[src/hdl/s2dt_pkg.sv]
// shared constants and the month table for the seconds to date/time converter
// no dependencies
package s2dt_pkg;

  localparam int REF_YEAR_DEF = 24;

  localparam int SECS_W   = 32;
  localparam int YEAR_W   = 8;
  localparam int MONTH_W  = 4;
  localparam int DAY_W    = 5;
  localparam int HOUR_W   = 5;
  localparam int MINUTE_W = 6;
  localparam int SECOND_W = 6;

  // 86400 = 2^7 * 675: the low seconds bits bypass the divider
  localparam int SEC_LO_W        = 7;
  localparam int DAY_DIV         = 675;
  localparam int DAYS_PER_YEAR   = 365;
  localparam int DAYS_PER_LEAP   = 366;
  localparam int DAYS_PER_CYCLE  = 4 * DAYS_PER_YEAR + 1;
  localparam int SECS_PER_HOUR   = 3600;
  localparam int SECS_PER_MINUTE = 60;

  // start of each year within a four-year cycle that opens with a leap year
  localparam int YEAR1_START = DAYS_PER_LEAP;
  localparam int YEAR2_START = YEAR1_START + DAYS_PER_YEAR;
  localparam int YEAR3_START = YEAR2_START + DAYS_PER_YEAR;

  localparam int DOY_W = 9;

  localparam logic [MONTH_W-1:0] MONTH_FEB = MONTH_W'(2);
  localparam int MONTHS = 12;

  // first day of month (zero-based index) within the year
  function automatic logic [DOY_W-1:0] month_start(input logic [MONTH_W-1:0] mon,
                                                   input logic leap);
    logic [DOY_W-1:0] base;
    logic [DOY_W-1:0] adj;
    begin
      case (mon)
        4'd0:    base = 9'd0;
        4'd1:    base = 9'd31;
        4'd2:    base = 9'd59;
        4'd3:    base = 9'd90;
        4'd4:    base = 9'd120;
        4'd5:    base = 9'd151;
        4'd6:    base = 9'd181;
        4'd7:    base = 9'd212;
        4'd8:    base = 9'd243;
        4'd9:    base = 9'd273;
        4'd10:   base = 9'd304;
        4'd11:   base = 9'd334;
        default: base = 9'd0;
      endcase
      adj = (leap && (mon >= MONTH_FEB)) ? 9'd1 : 9'd0;
      month_start = base + adj;
    end
  endfunction

endpackage

[src/hdl/s2dt_ifs.sv]
// valid/ready channel interfaces for the seconds to date/time converter
// depends on s2dt_pkg
interface s2dt_in_if;
  import s2dt_pkg::*;
  logic              valid;
  logic              ready;
  logic [SECS_W-1:0] elapsed_seconds;
  modport source (output valid, output elapsed_seconds, input ready);
  modport sink (input valid, input elapsed_seconds, output ready);
endinterface

interface s2dt_out_if;
  import s2dt_pkg::*;
  logic                valid;
  logic                ready;
  logic [YEAR_W-1:0]   year;
  logic [MONTH_W-1:0]  month;
  logic [DAY_W-1:0]    day;
  logic [HOUR_W-1:0]   hour;
  logic [MINUTE_W-1:0] minute;
  logic [SECOND_W-1:0] second_of_minute;
  modport source (output valid, output year, output month, output day, output hour,
                  output minute, output second_of_minute, input ready);
  modport sink (input valid, input year, input month, input day, input hour,
                input minute, input second_of_minute, output ready);
endinterface

[src/hdl/seconds_to_date_time.sv]
// seconds to date/time converter top level: ten-stage pipeline
// depends on s2dt_pkg, s2dt_ifs and s2dt_cdiv
//
// in_chan takes a 32-bit count of seconds since 1 January of REF_YEAR, 00:00:00;
// out_chan gives year, month, day, hour, minute and second_of_minute for it.
// a transaction completes when valid and ready are both high at a clock edge.
// every input transaction yields exactly one output transaction, in order.
// throughput: one transaction per cycle while out_chan.ready does not stall it;
// each stage holds one item with its own valid bit. the depth comes from three
// rows of constant dividers of three stages each in series (seconds per day,
// then days per four-year cycle beside seconds per hour, then seconds per
// minute) plus the output register; the year and month decode runs beside the
// minute divider. when out_chan.ready is low the output register holds and
// stages behind it keep moving into empty slots, so in_chan.ready drops only
// once every stage is full. nothing is lost or repeated across a stall.
// reset (rst_n low, synchronous) clears every valid bit and so empties the
// pipeline; the data registers are not reset and keep their contents.
module seconds_to_date_time #(
  parameter int REF_YEAR = s2dt_pkg::REF_YEAR_DEF
) (
  input logic        clk,
  input logic        rst_n,
  s2dt_in_if.sink    in_chan,
  s2dt_out_if.source out_chan
);
  import s2dt_pkg::*;

  localparam int NSTG      = 10;
  localparam int PHASE     = REF_YEAR % 4;
  localparam int DAY_OFS   = (PHASE == 0) ? 0 : DAYS_PER_LEAP + DAYS_PER_YEAR * (PHASE - 1);
  localparam int YEAR_BASE = REF_YEAR - PHASE;

  localparam int DXW = SECS_W - SEC_LO_W;
  localparam int DQW = $clog2((2 ** DXW) / DAY_DIV + 1);
  localparam int DRW = $clog2(DAY_DIV);
  localparam int CXW = DQW;
  localparam int CQW = $clog2((2 ** CXW) / DAYS_PER_CYCLE + 1);
  localparam int CRW = $clog2(DAYS_PER_CYCLE);
  localparam int HXW = DRW + SEC_LO_W;
  localparam int HQW = $clog2((2 ** HXW) / SECS_PER_HOUR + 1);
  localparam int HRW = $clog2(SECS_PER_HOUR);
  localparam int MXW = HRW;
  localparam int MQW = $clog2((2 ** MXW) / SECS_PER_MINUTE + 1);
  localparam int MRW = $clog2(SECS_PER_MINUTE);

  logic [NSTG-1:0] v_r;
  logic [NSTG-1:0] en;

  // stall chain: a stage loads when it is empty or its content moves on
  always_comb begin
    en[NSTG-1] = !v_r[NSTG-1] || out_chan.ready;
    for (int s = NSTG - 2; s >= 0; s--) begin
      en[s] = !v_r[s] || en[s+1];
    end
  end

  assign in_chan.ready = en[0];

  always_ff @(posedge clk) begin
    if (!rst_n) begin
      v_r <= '0;
    end else begin
      if (en[0]) begin
        v_r[0] <= in_chan.valid;
      end
      for (int s = 1; s < NSTG; s++) begin
        if (en[s]) begin
          v_r[s] <= v_r[s-1];
        end
      end
    end
  end

  // stages 0..2: whole days and second of day
  logic [SEC_LO_W-1:0] sec_lo_r0;
  logic [SEC_LO_W-1:0] sec_lo_r1;
  logic [SEC_LO_W-1:0] sec_lo_r2;
  logic [DQW-1:0]      day_q;
  logic [DRW-1:0]      day_rm;

  s2dt_cdiv #(.XW(DXW), .DIV(DAY_DIV), .QW(DQW), .RW(DRW)) u_day_div (
    .clk (clk),
    .en  (en[2:0]),
    .x   (in_chan.elapsed_seconds[SECS_W-1:SEC_LO_W]),
    .q   (day_q),
    .r   (day_rm)
  );

  // stages 3..5: four-year cycles and hour of day
  logic [CXW-1:0] cyc_x;
  logic [HXW-1:0] sod;
  logic [CQW-1:0] cyc_q;
  logic [CRW-1:0] cyc_rm;
  logic [HQW-1:0] hr_q;
  logic [HRW-1:0] hr_rm;

  assign cyc_x = CXW'((CXW+1)'(day_q) + (CXW+1)'(DAY_OFS));
  assign sod   = {day_rm, sec_lo_r2};

  s2dt_cdiv #(.XW(CXW), .DIV(DAYS_PER_CYCLE), .QW(CQW), .RW(CRW)) u_cyc_div (
    .clk (clk),
    .en  (en[5:3]),
    .x   (cyc_x),
    .q   (cyc_q),
    .r   (cyc_rm)
  );

  s2dt_cdiv #(.XW(HXW), .DIV(SECS_PER_HOUR), .QW(HQW), .RW(HRW)) u_hr_div (
    .clk (clk),
    .en  (en[5:3]),
    .x   (sod),
    .q   (hr_q),
    .r   (hr_rm)
  );

  // stages 6..8: minute and second
  logic [MQW-1:0] min_q;
  logic [MRW-1:0] min_rm;

  s2dt_cdiv #(.XW(MXW), .DIV(SECS_PER_MINUTE), .QW(MQW), .RW(MRW)) u_min_div (
    .clk (clk),
    .en  (en[8:6]),
    .x   (hr_rm),
    .q   (min_q),
    .r   (min_rm)
  );

  // stage 6: year within the cycle and day of year
  logic [1:0]       yi_nxt;
  logic [DOY_W-1:0] doy_nxt;

  always_comb begin
    if (cyc_rm < CRW'(YEAR1_START)) begin
      yi_nxt  = 2'd0;
      doy_nxt = DOY_W'(cyc_rm);
    end else if (cyc_rm < CRW'(YEAR2_START)) begin
      yi_nxt  = 2'd1;
      doy_nxt = DOY_W'(cyc_rm - CRW'(YEAR1_START));
    end else if (cyc_rm < CRW'(YEAR3_START)) begin
      yi_nxt  = 2'd2;
      doy_nxt = DOY_W'(cyc_rm - CRW'(YEAR2_START));
    end else begin
      yi_nxt  = 2'd3;
      doy_nxt = DOY_W'(cyc_rm - CRW'(YEAR3_START));
    end
  end

  logic [1:0]        yi_r6;
  logic [DOY_W-1:0]  doy_r6;
  logic [CQW-1:0]    cyc_r6;
  logic [HOUR_W-1:0] hour_r6;

  // stage 7: month, day of month and year
  logic              leap7;
  logic [MONTH_W-1:0] mon_idx;
  logic [DOY_W-1:0]  day_ofs;
  logic [YEAR_W-1:0] year_nxt;

  assign leap7 = (yi_r6 == 2'd0);

  always_comb begin
    mon_idx = '0;
    for (int i = 1; i < MONTHS; i++) begin
      if (doy_r6 >= month_start(MONTH_W'(i), leap7)) begin
        mon_idx = MONTH_W'(i);
      end
    end
  end

  assign day_ofs  = doy_r6 - month_start(mon_idx, leap7);
  assign year_nxt = YEAR_W'(YEAR_BASE) + YEAR_W'({cyc_r6, yi_r6});

  logic [YEAR_W-1:0]  year_r7;
  logic [MONTH_W-1:0] month_r7;
  logic [DAY_W-1:0]   day_r7;
  logic [HOUR_W-1:0]  hour_r7;
  logic [YEAR_W-1:0]  year_r8;
  logic [MONTH_W-1:0] month_r8;
  logic [DAY_W-1:0]   day_r8;
  logic [HOUR_W-1:0]  hour_r8;

  logic [YEAR_W-1:0]   year_r;
  logic [MONTH_W-1:0]  month_r;
  logic [DAY_W-1:0]    day_r;
  logic [HOUR_W-1:0]   hour_r;
  logic [MINUTE_W-1:0] minute_r;
  logic [SECOND_W-1:0] second_r;

  always_ff @(posedge clk) begin
    if (en[0]) begin
      sec_lo_r0 <= in_chan.elapsed_seconds[SEC_LO_W-1:0];
    end
    if (en[1]) begin
      sec_lo_r1 <= sec_lo_r0;
    end
    if (en[2]) begin
      sec_lo_r2 <= sec_lo_r1;
    end
    if (en[6]) begin
      yi_r6   <= yi_nxt;
      doy_r6  <= doy_nxt;
      cyc_r6  <= cyc_q;
      hour_r6 <= HOUR_W'(hr_q);
    end
    if (en[7]) begin
      year_r7  <= year_nxt;
      month_r7 <= MONTH_W'(mon_idx + 1'b1);
      day_r7   <= DAY_W'(day_ofs + 1'b1);
      hour_r7  <= hour_r6;
    end
    if (en[8]) begin
      year_r8  <= year_r7;
      month_r8 <= month_r7;
      day_r8   <= day_r7;
      hour_r8  <= hour_r7;
    end
    if (en[9]) begin
      year_r   <= year_r8;
      month_r  <= month_r8;
      day_r    <= day_r8;
      hour_r   <= hour_r8;
      minute_r <= MINUTE_W'(min_q);
      second_r <= SECOND_W'(min_rm);
    end
  end

  assign out_chan.valid            = v_r[NSTG-1];
  assign out_chan.year             = year_r;
  assign out_chan.month            = month_r;
  assign out_chan.day              = day_r;
  assign out_chan.hour             = hour_r;
  assign out_chan.minute           = minute_r;
  assign out_chan.second_of_minute = second_r;

endmodule

[src/hdl/s2dt_cdiv.sv]
// three-stage divider by a constant: reciprocal multiply, back-multiply, one correction
// no dependencies
module s2dt_cdiv #(
  parameter int XW  = 16,
  parameter int DIV = 10,
  parameter int QW  = 13,
  parameter int RW  = 4
) (
  input  logic          clk,
  input  logic [2:0]    en,
  input  logic [XW-1:0] x,
  output logic [QW-1:0] q,
  output logic [RW-1:0] r
);

  localparam longint unsigned RECIP = (64'd1 << XW) / DIV;
  localparam int MW = $clog2(RECIP + 1);
  localparam int PW = XW + MW;

  logic [XW-1:0] x_a_r;
  logic [PW-1:0] p_a_r;
  logic [XW-1:0] x_b_r;
  logic [QW-1:0] q_b_r;
  logic [XW-1:0] m_b_r;
  logic [QW-1:0] q_c_r;
  logic [RW-1:0] r_c_r;

  logic [QW-1:0] q_est;
  logic [XW-1:0] r_full;
  logic [RW:0]   r_lo;
  logic [QW-1:0] q_c_nxt;
  logic [RW-1:0] r_c_nxt;

  assign q_est  = QW'(p_a_r >> XW);
  assign r_full = x_b_r - m_b_r;
  assign r_lo   = r_full[RW:0];

  always_comb begin
    if (r_lo >= (RW+1)'(DIV)) begin
      q_c_nxt = QW'(q_b_r + 1'b1);
      r_c_nxt = RW'(r_lo - (RW+1)'(DIV));
    end else begin
      q_c_nxt = q_b_r;
      r_c_nxt = RW'(r_lo);
    end
  end

  always_ff @(posedge clk) begin
    if (en[0]) begin
      x_a_r <= x;
      p_a_r <= PW'(x) * PW'(RECIP);
    end
    if (en[1]) begin
      x_b_r <= x_a_r;
      q_b_r <= q_est;
      m_b_r <= XW'(q_est) * XW'(DIV);
    end
    if (en[2]) begin
      q_c_r <= q_c_nxt;
      r_c_r <= r_c_nxt;
    end
  end

  assign q = q_c_r;
  assign r = r_c_r;

endmodule

[src/flat_wrapper.sv]
// flat-port wrapper written by rule: the top's interface ports become plain ports
module seconds_to_date_time_flat import s2dt_pkg::*;
#(
  parameter int REF_YEAR = s2dt_pkg::REF_YEAR_DEF
)
  (clk, rst_n, in_chan_valid, in_chan_elapsed_seconds, in_chan_ready, out_chan_valid, out_chan_year, out_chan_month, out_chan_day, out_chan_hour, out_chan_minute, out_chan_second_of_minute, out_chan_ready);
  s2dt_in_if in_chan_i ();
  s2dt_out_if out_chan_i ();
  input logic clk;
  input logic rst_n;
  input wire logic [$bits(in_chan_i.valid)-1:0] in_chan_valid;
  input wire logic [$bits(in_chan_i.elapsed_seconds)-1:0] in_chan_elapsed_seconds;
  output wire logic [$bits(in_chan_i.ready)-1:0] in_chan_ready;
  output wire logic [$bits(out_chan_i.valid)-1:0] out_chan_valid;
  output wire logic [$bits(out_chan_i.year)-1:0] out_chan_year;
  output wire logic [$bits(out_chan_i.month)-1:0] out_chan_month;
  output wire logic [$bits(out_chan_i.day)-1:0] out_chan_day;
  output wire logic [$bits(out_chan_i.hour)-1:0] out_chan_hour;
  output wire logic [$bits(out_chan_i.minute)-1:0] out_chan_minute;
  output wire logic [$bits(out_chan_i.second_of_minute)-1:0] out_chan_second_of_minute;
  input wire logic [$bits(out_chan_i.ready)-1:0] out_chan_ready;
  assign in_chan_i.valid = in_chan_valid;
  assign in_chan_i.elapsed_seconds = in_chan_elapsed_seconds;
  assign in_chan_ready = in_chan_i.ready;
  assign out_chan_valid = out_chan_i.valid;
  assign out_chan_year = out_chan_i.year;
  assign out_chan_month = out_chan_i.month;
  assign out_chan_day = out_chan_i.day;
  assign out_chan_hour = out_chan_i.hour;
  assign out_chan_minute = out_chan_i.minute;
  assign out_chan_second_of_minute = out_chan_i.second_of_minute;
  assign out_chan_i.ready = out_chan_ready;
  seconds_to_date_time #(.REF_YEAR(REF_YEAR)) u_core (.clk(clk), .rst_n(rst_n), .in_chan(in_chan_i), .out_chan(out_chan_i));
endmodule
[config.mk]
export PLATFORM = sky130hd
export DESIGN_NAME = seconds_to_date_time_flat
export DESIGN_NICKNAME = d
export VERILOG_FILES = /design/src/hdl/s2dt_pkg.sv /design/src/hdl/s2dt_ifs.sv /design/src/hdl/seconds_to_date_time.sv /design/src/hdl/s2dt_cdiv.sv /design/src/flat_wrapper.sv
export SDC_FILE = /design/constraint.sdc
export NUM_CORES = 1
export LEC_CHECK = 0
export ABC_AREA = 1
export BUFFER_PORTS_ARGS = -buffer_cell sky130_fd_sc_hd__buf_2
export CAP_MARGIN = 20
export CORE_MARGIN = 2
export CORE_UTILIZATION = 58
export DETAILED_ROUTE_END_ITERATION = 16
export GPL_TIMING_DRIVEN = 0
export PLACE_DENSITY = 0.78
export SLEW_MARGIN = 20
export SYNTH_ARGS = -nofsm -noshare
export SYNTH_HDL_FRONTEND = slang
export SYNTH_SLANG_ARGS = --single-unit
[constraint.sdc]
create_clock -name clk -period 6 [get_ports clk]
set_clock_uncertainty 0.1 [all_clocks]
set_input_delay 0.3 -clock clk [delete_from_list [all_inputs] [get_ports clk]]
set_output_delay 0.3 -clock clk [all_outputs]
set_load 0.1 [all_outputs]
==> impl_summary.log <==
INFO  metric diodes = 0
INFO  metric regToRegStartpoint = u_core.yi_r6[1]$_SDFFCE_PP0P_
INFO  metric chip_width = 217.9 um
INFO  metric placement.io_buffers = 71
INFO  metric yosys.area_share.adder = 0.2803
INFO  metric synth_cells = 2456
INFO  metric max_clock_freq = 0.1872 GHz
INFO  metric async_set_or_reset_register_ratio_after_synthesis = 0
INFO  metric dr.first_iter.drc_count = 895
INFO  metric timing.hold.worst.start = in_chan_elapsed_seconds[13]
INFO  metric layout-area-overhead-vs-synth = 9.942%
INFO  metric max_cap_viol_count = 0
INFO  metric totalWireLength = 49.96 mm
INFO  metric tightestPinTransition = around 0.90 ns
INFO  metric report.final.hold_viol_count = 0
INFO  metric synth_top_family_by_area = adder cells
INFO  metric routability_cong = between 0.9 and 1
INFO  metric viasPerCell = 5.326
INFO  metric post_cts_buffers = 0
INFO  metric synth_cell_types = 60
INFO  metric period_share = 0.8903
INFO  metric via_count_of_the_first_global_routing_pass = 17760
INFO  metric place_ws = -0.1804 ns
INFO  metric clock_sinks = 384
INFO  metric layout_min_cycle_time = 5.342 ns
INFO  metric synthXorXnorAreaFrac = 0.05174
INFO  metric synthMuxAreaShare = 0.0004245
INFO  metric synth-seq-area-share = 0.4309
INFO  metric num_vias = approximately 17000
INFO  metric grt_overflow_total = 0
INFO  metric setup.worst_path.end_class = flop
INFO  metric post_synth_instance_area = about 0.027 mm^2
INFO  metric worst_setup_path_startpoint = in_chan_elapsed_seconds[16]
INFO  metric clkLatencyLatePin = 0.54 ns
INFO  metric maxSlewViolCount = 0
INFO  metric hpwl = about 40 mm
INFO  metric finalWorstSetupSlack = 0.6582 ns
INFO  metric arrival = 5.53 ns
INFO  metric design.core.area = ~0.045 mm^2
INFO  metric grt_setup_unrepaired = false
INFO  metric io_pins = 72
INFO  metric timing.max_slew.rel_slack = 0.3962
INFO  metric std_cell_rows = 78
INFO  metric worst-setup-path-type = input pin to flop
INFO  metric worstHoldPathCells = 1
INFO  metric clk_transition_reported_paths = roughly 0.060 ns
INFO  metric grt_max_degree = 45
INFO  metric post_synthesis_register_bit_count = ~380
INFO  metric ys.flop_type = sky130_fd_sc_hd__edfxtp_1
INFO  metric drt_first_pass_iters = 6
INFO  metric finalNetCount = 3130
INFO  metric finalSetupTns = 0 ns
INFO  metric maximum_buffer_depth_of_the_clock_tree = 3
INFO  metric die_height = 217.9 um
INFO  metric setup.worst_path.start_class = input pin
INFO  metric routed_length_per_placed_instance = 15.57 um
INFO  metric reg2reg_depth = 23
INFO  metric required_time_reported_for_the_critical_path_endpoint = 6.19 ns
INFO  metric outcome = complete, no violations
INFO  metric setup_viol = 0
INFO  metric synth_compound_area_frac = 0.06259
INFO  metric synth-edff-count = 374
INFO  metric synth.yosys.warnings = 0
INFO  metric worst_path_fanout_max = 5
INFO  metric numCtsBuffers = 38
INFO  metric cts_tree = done
INFO  metric h-tree-depth = 2
INFO  metric root_buffer_cell = sky130_fd_sc_hd__clkbuf_16
INFO  metric detail_route.drc_violations = 0
INFO  metric synth.avg_cell_area = 10.80 um^2
INFO  metric layout_common_cells = sky130_fd_sc_hd__inv_1, sky130_fd_sc_hd__ha_1, sky130_fd_sc_hd__edfxtp_1
INFO  metric die_area = 0.04747 mm^2
INFO  metric drtAntennaViolNets = 0
INFO  metric antenna_violations_before_repair = 0
INFO  metric synth-simple-area-share = 0.09984
INFO  metric hold_class = input pin to flop
INFO  metric final_layout_size_suffix_gt1_frac = 0.08164
INFO  metric syn-num-nets = 3006
INFO  metric grt_first_pass_wirelength = 83.89 mm
INFO  metric initial_core_util = 0.5858
INFO  metric grt_util_overall = 0.2191
INFO  metric layout.cells.most_common = sky130_fd_sc_hd__inv_1
final cells by class:
type / instances / area, um^2
Fill cell: 3418 / 16120
Multi-Input combinational cell: 1563 / 13150
Clock buffer: 43 / 1001
Inverter: 497 / 1879
Tap cell: 600 / 750.7
Buffer: 12 / 102.6
Clock inverter: 26 / 352.8
Sequential cell: 384 / 11430
Timing Repair Buffer: 84 / 495.5
path summary, 6_finish.rpt:
path | slack (ns) | end
worst min-delay path | 0.02 | u_core.u_day_div.x_a_r[6]$_DFFE_PP_
worst max-delay path | 0.66 | u_core.u_day_div.p_a_r[35]$_DFFE_PP_
worst min register to register | 0.32 | u_core.sec_lo_r2[3]$_DFFE_PP_
worst max register to register | 0.75 | u_core.day_r7[4]$_DFFE_PP_
worst max-delay path, stage by stage:
cell and delay, ns:
sky130_fd_sc_hd__dlygate4sd3_1 0.51, sky130_fd_sc_hd__buf_2 0.22, sky130_fd_sc_hd__inv_1 0.20, sky130_fd_sc_hd__fa_1 0.57, sky130_fd_sc_hd__inv_1 0.04, sky130_fd_sc_hd__ha_1 0.27
sky130_fd_sc_hd__ha_1 0.30, sky130_fd_sc_hd__ha_1 0.28, sky130_fd_sc_hd__inv_1 0.05, sky130_fd_sc_hd__fa_1 0.53, sky130_fd_sc_hd__inv_1 0.05, sky130_fd_sc_hd__fa_1 0.47
sky130_fd_sc_hd__ha_1 0.33, sky130_fd_sc_hd__a21oi_1 0.19, sky130_fd_sc_hd__o21ai_0 0.11, sky130_fd_sc_hd__a21oi_1 0.14, sky130_fd_sc_hd__inv_1 0.05, sky130_fd_sc_hd__a21oi_1 0.12
sky130_fd_sc_hd__nand2_1 0.15, sky130_fd_sc_hd__a21oi_1 0.35, sky130_fd_sc_hd__o21bai_1 0.13, sky130_fd_sc_hd__xor2_1 0.16
logic make-up after synthesis:
family / Yosys count
fa+ha+maj: 514
simple gates: 615
mux: 1
flops: 384
xor+xnor: 152
buf+inv: 509
compound gates: 281
synthesized netlist by cell type, types with 2 or more instances:
master	instances	area [um^2]
sky130_fd_sc_hd__o21bai_1	11	82.58
sky130_fd_sc_hd__xor2_1	95	832.1
sky130_fd_sc_hd__a21o_1	4	30.03
sky130_fd_sc_hd__a21boi_0	3	22.52
sky130_fd_sc_hd__o221ai_1	2	17.52
sky130_fd_sc_hd__ha_1	380	4755
sky130_fd_sc_hd__xor2_2	2	32.53
sky130_fd_sc_hd__o311ai_0	2	17.52
sky130_fd_sc_hd__buf_2	6	30.03
sky130_fd_sc_hd__o21ai_1	6	30.03
sky130_fd_sc_hd__dfxtp_1	10	200.2
sky130_fd_sc_hd__a31oi_1	11	68.82
sky130_fd_sc_hd__a211oi_1	2	15.01
sky130_fd_sc_hd__a21oi_2	3	26.28
sky130_fd_sc_hd__clkinv_1	3	11.26
sky130_fd_sc_hd__inv_1	487	1828
sky130_fd_sc_hd__a221oi_1	2	17.52
sky130_fd_sc_hd__o211ai_1	9	67.56
sky130_fd_sc_hd__o21ai_0	64	320.3
sky130_fd_sc_hd__edfxtp_1	374	11230
sky130_fd_sc_hd__nor2_4	2	22.52
sky130_fd_sc_hd__nor2_1	111	416.7
sky130_fd_sc_hd__nand3_1	90	450.4
sky130_fd_sc_hd__xnor2_1	53	464.2
sky130_fd_sc_hd__o21ai_2	18	157.7
sky130_fd_sc_hd__or2_2	6	37.54
sky130_fd_sc_hd__o21a_1	7	52.55
sky130_fd_sc_hd__o2111ai_1	2	17.52
sky130_fd_sc_hd__inv_2	7	26.28
sky130_fd_sc_hd__o31ai_1	3	22.52
sky130_fd_sc_hd__nand3b_1	2	15.01
sky130_fd_sc_hd__buf_6	3	33.78
sky130_fd_sc_hd__nor4_1	8	50.05
sky130_fd_sc_hd__nor2_2	3	18.77
sky130_fd_sc_hd__nand4_1	22	137.6
sky130_fd_sc_hd__nor3_1	25	125.1
sky130_fd_sc_hd__nand2_4	5	56.30
sky130_fd_sc_hd__nand2_1	328	1231
sky130_fd_sc_hd__a31o_2	2	17.52
sky130_fd_sc_hd__a21oi_1	124	620.6
sky130_fd_sc_hd__nand2_2	7	43.79
sky130_fd_sc_hd__fa_1	134	2683
repair_timing:
item | 4_1_cts | 5_1_grt
gates cloned | 0 | 0
setup endpoints to repair | 5 | 1
gates resized for setup | 4 | 3
endpoints found under the hold margin | 12 | 0
hold buffers | 12 | 0
sequential cells by signal, summed over array words and instances, names as in the netlist, 10 cells and up:
name                    cells
u_core.u_cyc_div.m_b_r     10
u_core.u_cyc_div.r         11
u_core.u_cyc_div.x_a_r     12
u_core.u_cyc_div.x_b_r     12
u_core.u_day_div.m_b_r     10
u_core.u_day_div.p_a_r     16
u_core.u_day_div.q         16
u_core.u_day_div.q_b_r     16
u_core.u_day_div.r         10
u_core.u_day_div.x_a_r     11
u_core.u_day_div.x_b_r     11
u_core.u_hr_div.r          12
u_core.u_hr_div.x_a_r      13
u_core.u_hr_div.x_b_r      13
u_core.v_r                 10
per-stage QoR:
stage	cell area, um^2	instances	util	hold WS, ns
2_1_floorplan	26540	2456	-	0.2989
6_report	29170	3209	0.6441	0.01526
5_1_grt	29170	3209	0.6441	0.01336
4_1_cts	29160	3209	0.6439	0.01237
3_5_place_dp	27670	3128	0.6111	0.3045
3_3_place_gp	27650	3127	0.6106	0.3011
layer usage:
layer / vias up / global-route usage / part of all wire
li1: 8452 / - / -
met1: 8163 / 0.2431 / 0.39
met2: 354 / 0.4294 / 0.55
met3: 121 / 0.02232 / 0.032
met4: 0 / 0.07891 / 0.034
met5: - / 0 / 0
Power is not shown: default switching activity piles up to over one toggle a cycle in this logic, so the estimate is an artifact.
